--- config.mk ---
export PLATFORM = sky130hd
export DESIGN_NAME = mcof_ram
export DESIGN_NICKNAME = d
export VERILOG_FILES = /design/src/mcof_ram.sv
export SDC_FILE = /design/constraint.sdc
export NUM_CORES = 1
export LEC_CHECK = 0
export ABC_AREA = 1
export ABC_CLOCK_PERIOD_IN_PS = 1400
export BUFFER_PORTS_ARGS = -buffer_cell sky130_fd_sc_hd__buf_2
export CAP_MARGIN = 5
export CORE_ASPECT_RATIO = 2
export CORE_UTILIZATION = 55
export CTS_CLUSTER_SIZE = 14
export DETAILED_ROUTE_END_ITERATION = 8
export GPL_TIMING_DRIVEN = 1
export PLACE_DENSITY = 0.75
export SYNTH_ARGS = -nofsm -noshare
export SYNTH_HDL_FRONTEND = slang
export SYNTH_SLANG_ARGS = --single-unit
--- constraint.sdc ---
create_clock -name i_clk -period 1.4 [get_ports i_clk]
set_input_delay 0.07 -clock i_clk [delete_from_list [all_inputs] [get_ports i_clk]]
set_output_delay 0.07 -clock i_clk [all_outputs]
set_load 0.01 [all_outputs]
--- src/mcof_ram.sv ---
// Generic single-port RAM with registered read.
module mcof_ram #(
    parameter int P_WIDTH = 8,
    parameter int P_DEPTH = 16
) (
    input  logic                       i_clk,
    input  logic [$clog2(P_DEPTH)-1:0] i_addr,
    input  logic                       i_we,
    input  logic [P_WIDTH-1:0]         i_wdata,
    output logic [P_WIDTH-1:0]         o_rdata
);

    logic [P_WIDTH-1:0] r_mem [P_DEPTH];
    logic [P_WIDTH-1:0] r_rdata;

    always_ff @(posedge i_clk) begin
        if (i_we) begin
            r_mem[i_addr] <= i_wdata;
        end
        r_rdata <= r_mem[i_addr];
    end

    assign o_rdata = r_rdata;

endmodule

Yosys cells after proc, flatten, opt, wreduce, memory -nomap -nowiden --
Memories as Yosys holds them, arrays and structs flattened. A register that Yosys moved wholly into a read port is not among the register bits. Cells that the tools add are included.
Operators by class: div/mod/pow operators 0, add/subtract/negate cells 0, shift operators 0, bitwise gates (word level) 0, $lt $le $gt $ge 0, multiplexer cells 2, equality and inequality tests 0, multipliers 0, reduce and logical (&&, ||, !) cells 0
Operator list (count):
- $mux W1 | 2
Word-level totals: latch bits 0, memories 1, logic and storage cells 3, bits of input ports 14, register bits 0, bits in writable memories 128, bits in read-only memories 0, output and inout port bits 8
Memory list:
- r_mem | words 16, bits a word 8, read ports 1, clocked after memory_dff 1, wr ports 1, RTL line 13 | logic [P_WIDTH-1:0] r_mem [P_DEPTH];

Longest topological paths before layout --
Gate-level depths: netlist of run 1.
word-level depth 2, mapped depth 11

Least setup slack after synthesis of run 1 --
OpenSTA, ideal clock, no wires.
path type input to register, from input port i_addr[1], to memory r_mem[3][0], enable pin, buffers on the path 2, required time 1.030 ns, path slack -0.047 ns, setup time 0.370 ns, arrival 1.077 ns, cell stages on the path 4, cell sequence buf_2 -> clkbuf_1 -> nand3_1 -> nor2_1
RTL lines:
- from (decl) | RTL line 7 | input logic [$clog2(P_DEPTH)-1:0] i_addr,
- to (decl) | RTL line 13
Straight into the memory's write port.

==> run metrics, run 1 <==
status=finished, final reports clean; # hold bufs at CTS=0; Core Util, Final=66.77%; Power per Cell Area=roughly 1500 nW/um2; CP required=between 1.5 and 2 ns; total chip power=9.549 mW; R2R Setup Slk=0.38 ns; core area=9827 um2; final period demand of the worst path=about 1.0 ns; Min Hold Slack=0.1006 ns; Avg Synthesized Cell Area=between 10 and 15 um2; Sw Ratio=between 20% and 30%; Post-CTS Setup Repair Bufs=0; Max-Cap Viols=0; clock share of power=between 40% and 50%; Fmax=a little under 1000 MHz; DR pass1 iterations=8; vias in the first global route=approximately 4000; Starting Density=56.91%; pin count of the biggest net entering global routing=49; CTS tree=yes; syn nets=~560; Hold Crit Class=primary input to register; setup TNS=0 ns; clk sinks=~140; Final setup viols=0; Non-Filler Instances=around 740; clock buffer count from CTS=17; number of synthesized register bits=136; Post-Syn Area=5593 um2; CP Data Arrival Time=1.33 ns; P&R area growth vs syn=17.32%; GRT Util Overall=27.16%; Combinational Power Share=6.1%; Crit Path Category=register to register; Flop pwr share=between 40% and 50%; clk slew on worst S/H paths=0.06 ns; Sw Pwr=2.052 mW; PortBufs=21; H-tree level count=4; grt ovf=0; vias per cell=5.195; worst vdd ir=~1400 uV; # resized after CTS=0; Pint=7.497 mW; CP endpoint kind=register; Layout Nets=approximately 610; initial antenna violation count=0; Rel. slew slack=71.33%; final estimated routing congestion in global placement=0.9683; Lkg Pwr=2.857 nW; Bufs on Longest Clock Path=2; critical path peak fanout=1; CP startpoint kind=register; cell count after placement=707; Yosys warnings=0; Seq/Total Area, Yosys=71.59%; Final Cycle Share=72.95%; Die X=73.31 um; first-pass GRT wire length=19.82 mm; floorplan row count=51; Gate Count Post-Synth=about 550; layout cell share with drive strength beyond 1=approximately an eighth; unique cell type count in the Yosys netlist=11; RSZ-0062 raised after global routing=no; DR WL/cell=~17 um; antenna-violating nets left=0; Die ar.=about 11000 um2; vias=between 3000 and 4000; Initial DRC Count=307; die height=around 140 um; ANT cells=0; final hold viol count=0; drt drc=0; Clock Skew=0.006030 ns; worst skew pair latency=0.41 ns; Root Buffer=clkbuf_16; max-slew violation count=0; Ports=22; Worst Tran Pin Value=0.4300 ns; DP HPWL=8.338 mm; final wirelength=12.84 mm
## per-stage QoR
| step | instance area [um2] | worst slack [ns] |
|---|---|---|
| final | 6561 | 0.3786 |
| after global routing | 6561 | 0.2639 |
| after CTS | 6561 | 0.3770 |
| after detailed placement | 5974 | 0.1596 |
| after global placement | 5974 | 0.1779 |
| after floorplan | 5593 | -0.04718 |
## power groups by stage
stage	Combinational, mW	Sequential (mW)	Clock [mW]
after floorplan	0.314	4.67	0
after global placement	0.566	4.66	0
after detailed placement	0.576	4.66	0
after CTS	0.583	4.58	4.43
after global routing	0.645	4.59	4.62
final	0.581	4.58	4.39
## sequential cells by signal, indices dropped and copies added (netlist names)
name,flops
r_mem,128
o_rdata,8
## critical path, stage by stage, from the launching register on
cell and delay [ns]:
edfxtp_1 0.38, nand2_1 0.08, nand2_1 0.05, nand2_1 0.06
nand2_1 0.06, nand2_1 0.10, nand2_1 0.08, inv_1 0.06
nand2_1 0.05
## layout by cell type, fill, tap and decap left out, drive strengths merged
cell type / netlist / final
buf: 18 / 48
bufinv: 0 / 3
inv: 22 / 22
nor2: 18 / 18
clkbuf: 3 / 18
nand2: 346 / 346
clkinvlp: 0 / 3
clkinv: 1 / 9
nand3: 4 / 4
dfxtp: 8 / 8
edfxtp: 128 / 128
## layout make-up
class | instances | area [um2]
Clock inverter | 14 | 157.7
Multi-Input combinational cell | 368 | 1386
Sequential cell | 136 | 4004
Timing Repair Buffer | 48 | 332.8
Tap cell | 132 | 165.2
Inverter | 23 | 86.33
Fill cell | 769 | 3266
Clock buffer | 18 | 429.2
## cell usage after synthesis, drive strengths merged
master  count  share of area, %
edfxtp    128                69
dfxtp       8               2.9
clkbuf      3              0.20
inv        22               1.5
nand3       4              0.36
nor2       18               1.2
nand2     346                23
buf        18               1.9
clkinv      1             0.067
## metal layers
layer / vias up / global-route usage (%) / routed length (um) / part of all wire, %
li1: 1846 / - / - / -
met1: 1827 / 28.65 / 4618 / 36
met2: 134 / 49.61 / 7260 / 57
met3: 32 / 5.366 / 502 / 3.9
met4: 0 / 14.27 / 457 / 3.6
met5: - / 0 / 0 / 0
## worst paths after layout
check / from / endpoint / depth (start not counted)
max: r_mem[2][2]$_DFFE_PP_ / o_rdata[2]$_DFF_P_ / 8
min: i_wdata[0] / r_mem[5][0]$_DFFE_PP_ / 1
max reg2reg: r_mem[2][2]$_DFFE_PP_ / o_rdata[2]$_DFF_P_ / 8
min reg2reg: r_mem[12][6]$_DFFE_PP_ / o_rdata[6]$_DFF_P_ / 8
## cell families (layout without fill, tap and decap cells)
family                 Yosys count  in the layout  synth area share [%]
DFF                            136            136                 71.59
and+or+nand+nor                368            368                 24.79
buffers and inverters           44            103                 3.624
(Power assumes the default switching activity.)
==> run 2, diff against run 1 <==
==> config.mk (replaced) <==
export PLATFORM = sky130hd
export DESIGN_NAME = mcof_ram
export DESIGN_NICKNAME = d
export VERILOG_FILES = /design/src/mcof_ram.sv
export SDC_FILE = /design/constraint.sdc
export NUM_CORES = 1
export LEC_CHECK = 0
export ABC_AREA = 0
export ABC_CLOCK_PERIOD_IN_PS = 1000
export BUFFER_PORTS_ARGS = -buffer_cell sky130_fd_sc_hd__buf_2
export CAP_MARGIN = 5
export CORE_ASPECT_RATIO = 2
export CORE_UTILIZATION = 60
export CTS_CLUSTER_SIZE = 14
export DETAILED_ROUTE_END_ITERATION = 8
export GPL_TIMING_DRIVEN = 1
export PLACE_DENSITY = 0.78
export SYNTH_ARGS = -nofsm -noshare
export SYNTH_HDL_FRONTEND = slang
export SYNTH_SLANG_ARGS = --single-unit
==> constraint.sdc (replaced) <==
create_clock -name i_clk -period 1 [get_ports i_clk]
set_input_delay 0.05 -clock i_clk [delete_from_list [all_inputs] [get_ports i_clk]]
set_output_delay 0.05 -clock i_clk [all_outputs]
set_load 0.01 [all_outputs]
==> run 2 against run 1 <==
  * The run now ends with negative setup slack left
  * Largest cell class unchanged
  * Non-clock buffer count up 1
  * Sequential cell count unchanged
  * Final cell count down 46%
  * Cell area down 2.4%
  * Fmax down 22%
  * Via count down 35%
  * Combinational power up 31%
  * Register-to-register slack worse by 0.68 ns
  * Clock power up 38%
  * Wire length down 23%
  * Area after synthesis down 9.4%
  * Critical path type unchanged
==> run metrics, run 2 <==
status=complete, but fails checks; failing checks=negative setup slack; Bufs on Longest Clock Path=2 (unchanged); slowest stage cell, crit path=mux4_2; Synth Flop Type=edfxtp_1; WP buf/inv=0 (-1); CP startpoint kind=register; largest family of logic cells by synthesized area=multiplexers; GRT Util Overall=25.92% (-1.2 points); Lkg Pwr=2.131 nW (-25%); most frequent cell after synthesis=edfxtp_1; crit-path leading delay family=multiplexers; Compound-Gate Fraction of Synth Area=2.370% (+2.4 points); multiplexer share of the synthesized area=14.22% (+14 points); Fmax=766.0 MHz (-22%); Max-Cap Viols=0 (unchanged); Post-Syn Area=5067 um2 (-9.4%); number of synthesized register bits=136 (unchanged); CTS tree=yes; max-slew violation count=0 (unchanged); CP endpoint kind=register; P&R area growth vs syn=26.35%; Gate Count Post-Synth=230 (-58%); final period demand of the worst path=1.305 ns (+0.2841 ns); syn nets=244 (-57%); Ports=22 (unchanged); worst skew pair latency=0.41 ns (about the same); antenna-violating nets left=0 (unchanged); die height=132.0 um (-8.7%); layout cell share with drive strength beyond 1=44.67% (+32 points); Final setup viols=8 (+8); clock buffer count from CTS=17 (unchanged); clk sinks=136 (unchanged); Die X=66.99 um (-8.6%); DP Area=5786 um2 (-3.2%); worst vdd ir=1770 uV (+29%); fin area=6402 um2 (-2.4%); unique cell type count in the Yosys netlist=18 (+7); Slowest Stage Delay on Critical Path=0.46 ns (+0.08 ns); critical-path cell list=mux4_2 -> a22oi_1 -> nand2_1; Initial DRC Count=173 (-44%); RSZ-0062 raised after global routing=yes; Synth top area share=75.85% (+7.1 points); synth cell count leaders=edfxtp_1, mux4_2, a22oi_1, nor2_1, nand2_1; critical path peak fanout=1 (unchanged); vias in the first global route=2618 (-33%); final estimated routing congestion in global placement=0.7746 (-20%); Min Hold Slack=0.02704 ns (-0.07354 ns); core area=8233 um2 (-16%); Final Cycle Share=130.5% (+58 points); pin count of the biggest net entering global routing=18 (-63%); Hold Crit Class=primary input to register; CP Data Arrival Time=1.59 ns (+0.26 ns); Post-CTS Setup Repair Bufs=0 (unchanged); fraction of synthesized cell area in xor and xnor cells=0% (unchanged); vias per cell=6.261 (+21%); PortBufs=21 (unchanged); vias=2492 (-35%); ANT cells=0 (unchanged); Synth Area in Simple Gates=3.210% (-22 points); drt drc=0 (unchanged); H-tree level count=4 (unchanged); final wirelength=9.878 mm (-23%); final hold viol count=0 (unchanged); most frequent cells in the layout=edfxtp_1, mux4_2, buf_2; Core Util, Final=77.77% (+11 points); Avg Synthesized Cell Area=22.03 um2 (+120%); DR WL/cell=24.82 um (+43%); Power per Cell Area=2067 nW/um2 (+42%); setup TNS=-2.066 ns (-2.066 ns); number of flip-flops in the largest register=128 (unchanged); Root Buffer=clkbuf_16; Seq/Total Area, Yosys=79.01% (+7.4 points); leading area contributor after synthesis=edfxtp_1; Layout Nets=301 (-50%); grt ovf=0 (unchanged); DR pass1 iterations=4 (-4); clk slew on worst S/H paths=0.05 ns (about the same); Post-synth EDFFs=128 (unchanged); Clock Skew=0.004422 ns (-0.001609 ns); Adder-Cell Fraction of Synth Area=0% (unchanged); final setup margin=-0.3054 ns (-0.6841 ns); commonest non-fill, non-tap cell in the layout=edfxtp_1; Biggest register=r_mem; Worst Tran Pin Value=0.8966 ns (+0.4667 ns); FFs w/ async S/R, synth=0% (unchanged); initial antenna violation count=0 (unchanged); Yosys warnings=0 (unchanged); largest cells by area after synthesis=edfxtp_1, mux4_2, dfxtp_1; CP required=1.29 ns (-0.41 ns); Crit Path Category=register to register; Die ar.=8840 um2 (-17%); Starting Density=61.55% (+4.6 points); first-pass GRT wire length=14.92 mm (-25%); Rel. slew slack=40.10% (-31 points); DP HPWL=6.588 mm (-21%); floorplan row count=47 (-7.8%)
-- run 2: worst paths after layout --
| check | cells past startpoint | startpoint | slack, ns | end |
|---|---|---|---|---|
| min | 1 | i_wdata[1] | 0.03 | r_mem[7][1]$_DFFE_PP_ |
| max | 3 | r_mem[1][4]$_DFFE_PP_ | -0.31 | o_rdata[4]$_DFF_P_ |
| max reg2reg | 3 | r_mem[1][4]$_DFFE_PP_ | -0.31 | o_rdata[4]$_DFF_P_ |
| min reg2reg | 3 | r_mem[7][6]$_DFFE_PP_ | 0.68 | o_rdata[6]$_DFF_P_ |
-- run 2: area by class of cell --
cell class	instances	area [um2]
Multi-Input combinational cell	83	1199
Timing Repair Buffer	49	490.5
Sequential cell	136	4004
Fill cell	432	1831
Clock inverter	8	125.1
Tap cell	98	122.6
Clock buffer	24	461.7
-- run 2: repair_timing --
| action | in CTS | in global routing |
|---|---|---|
| pin swaps | 0 | 1 |
| hold buffers | 0 | 0 |
| gates resized for setup | 3 | 3 |
| setup endpoints to repair | 8 | 8 |
-- run 2: kinds of logic (layout without fill, tap and decap cells) --
logic type             count (synthesis)  after routing
DFF                                  136            136
and+or+nand+nor                       35             35
buffers and inverters                 11             81
muxes                                 32             32
AOI/OAI and AO/OA                     16             16
-- run 2: routing by layer --
metal  up-vias  wire (um)  track usage, %
li1       1088          -               -
met1      1295       3583           30.46
met2        87       5626           42.42
met3        22        365           6.228
met4         0        303           14.78
met5         -          0               0
-- run 2: report_power, final --
group	leakage [nW]	total, mW	internal (mW)	switching, mW
Combinational	0.625	0.759	0.343	0.416
Clock	0.282	6.05	3.98	2.07
Sequential	1.22	6.42	6.38	0.0414
-- run 2: metrics by stage --
stage / power (mW) / setup WS [ns] / instances
3_3_place_gp: 7.250 / -0.4078 / 366
3_5_place_dp: 7.275 / -0.4581 / 366
4_1_cts: 13.29 / -0.2889 / 398
2_1_floorplan: 6.948 / -0.1837 / 230
5_1_grt: 13.56 / -0.3379 / 398
6_report: 13.23 / -0.3054 / 398
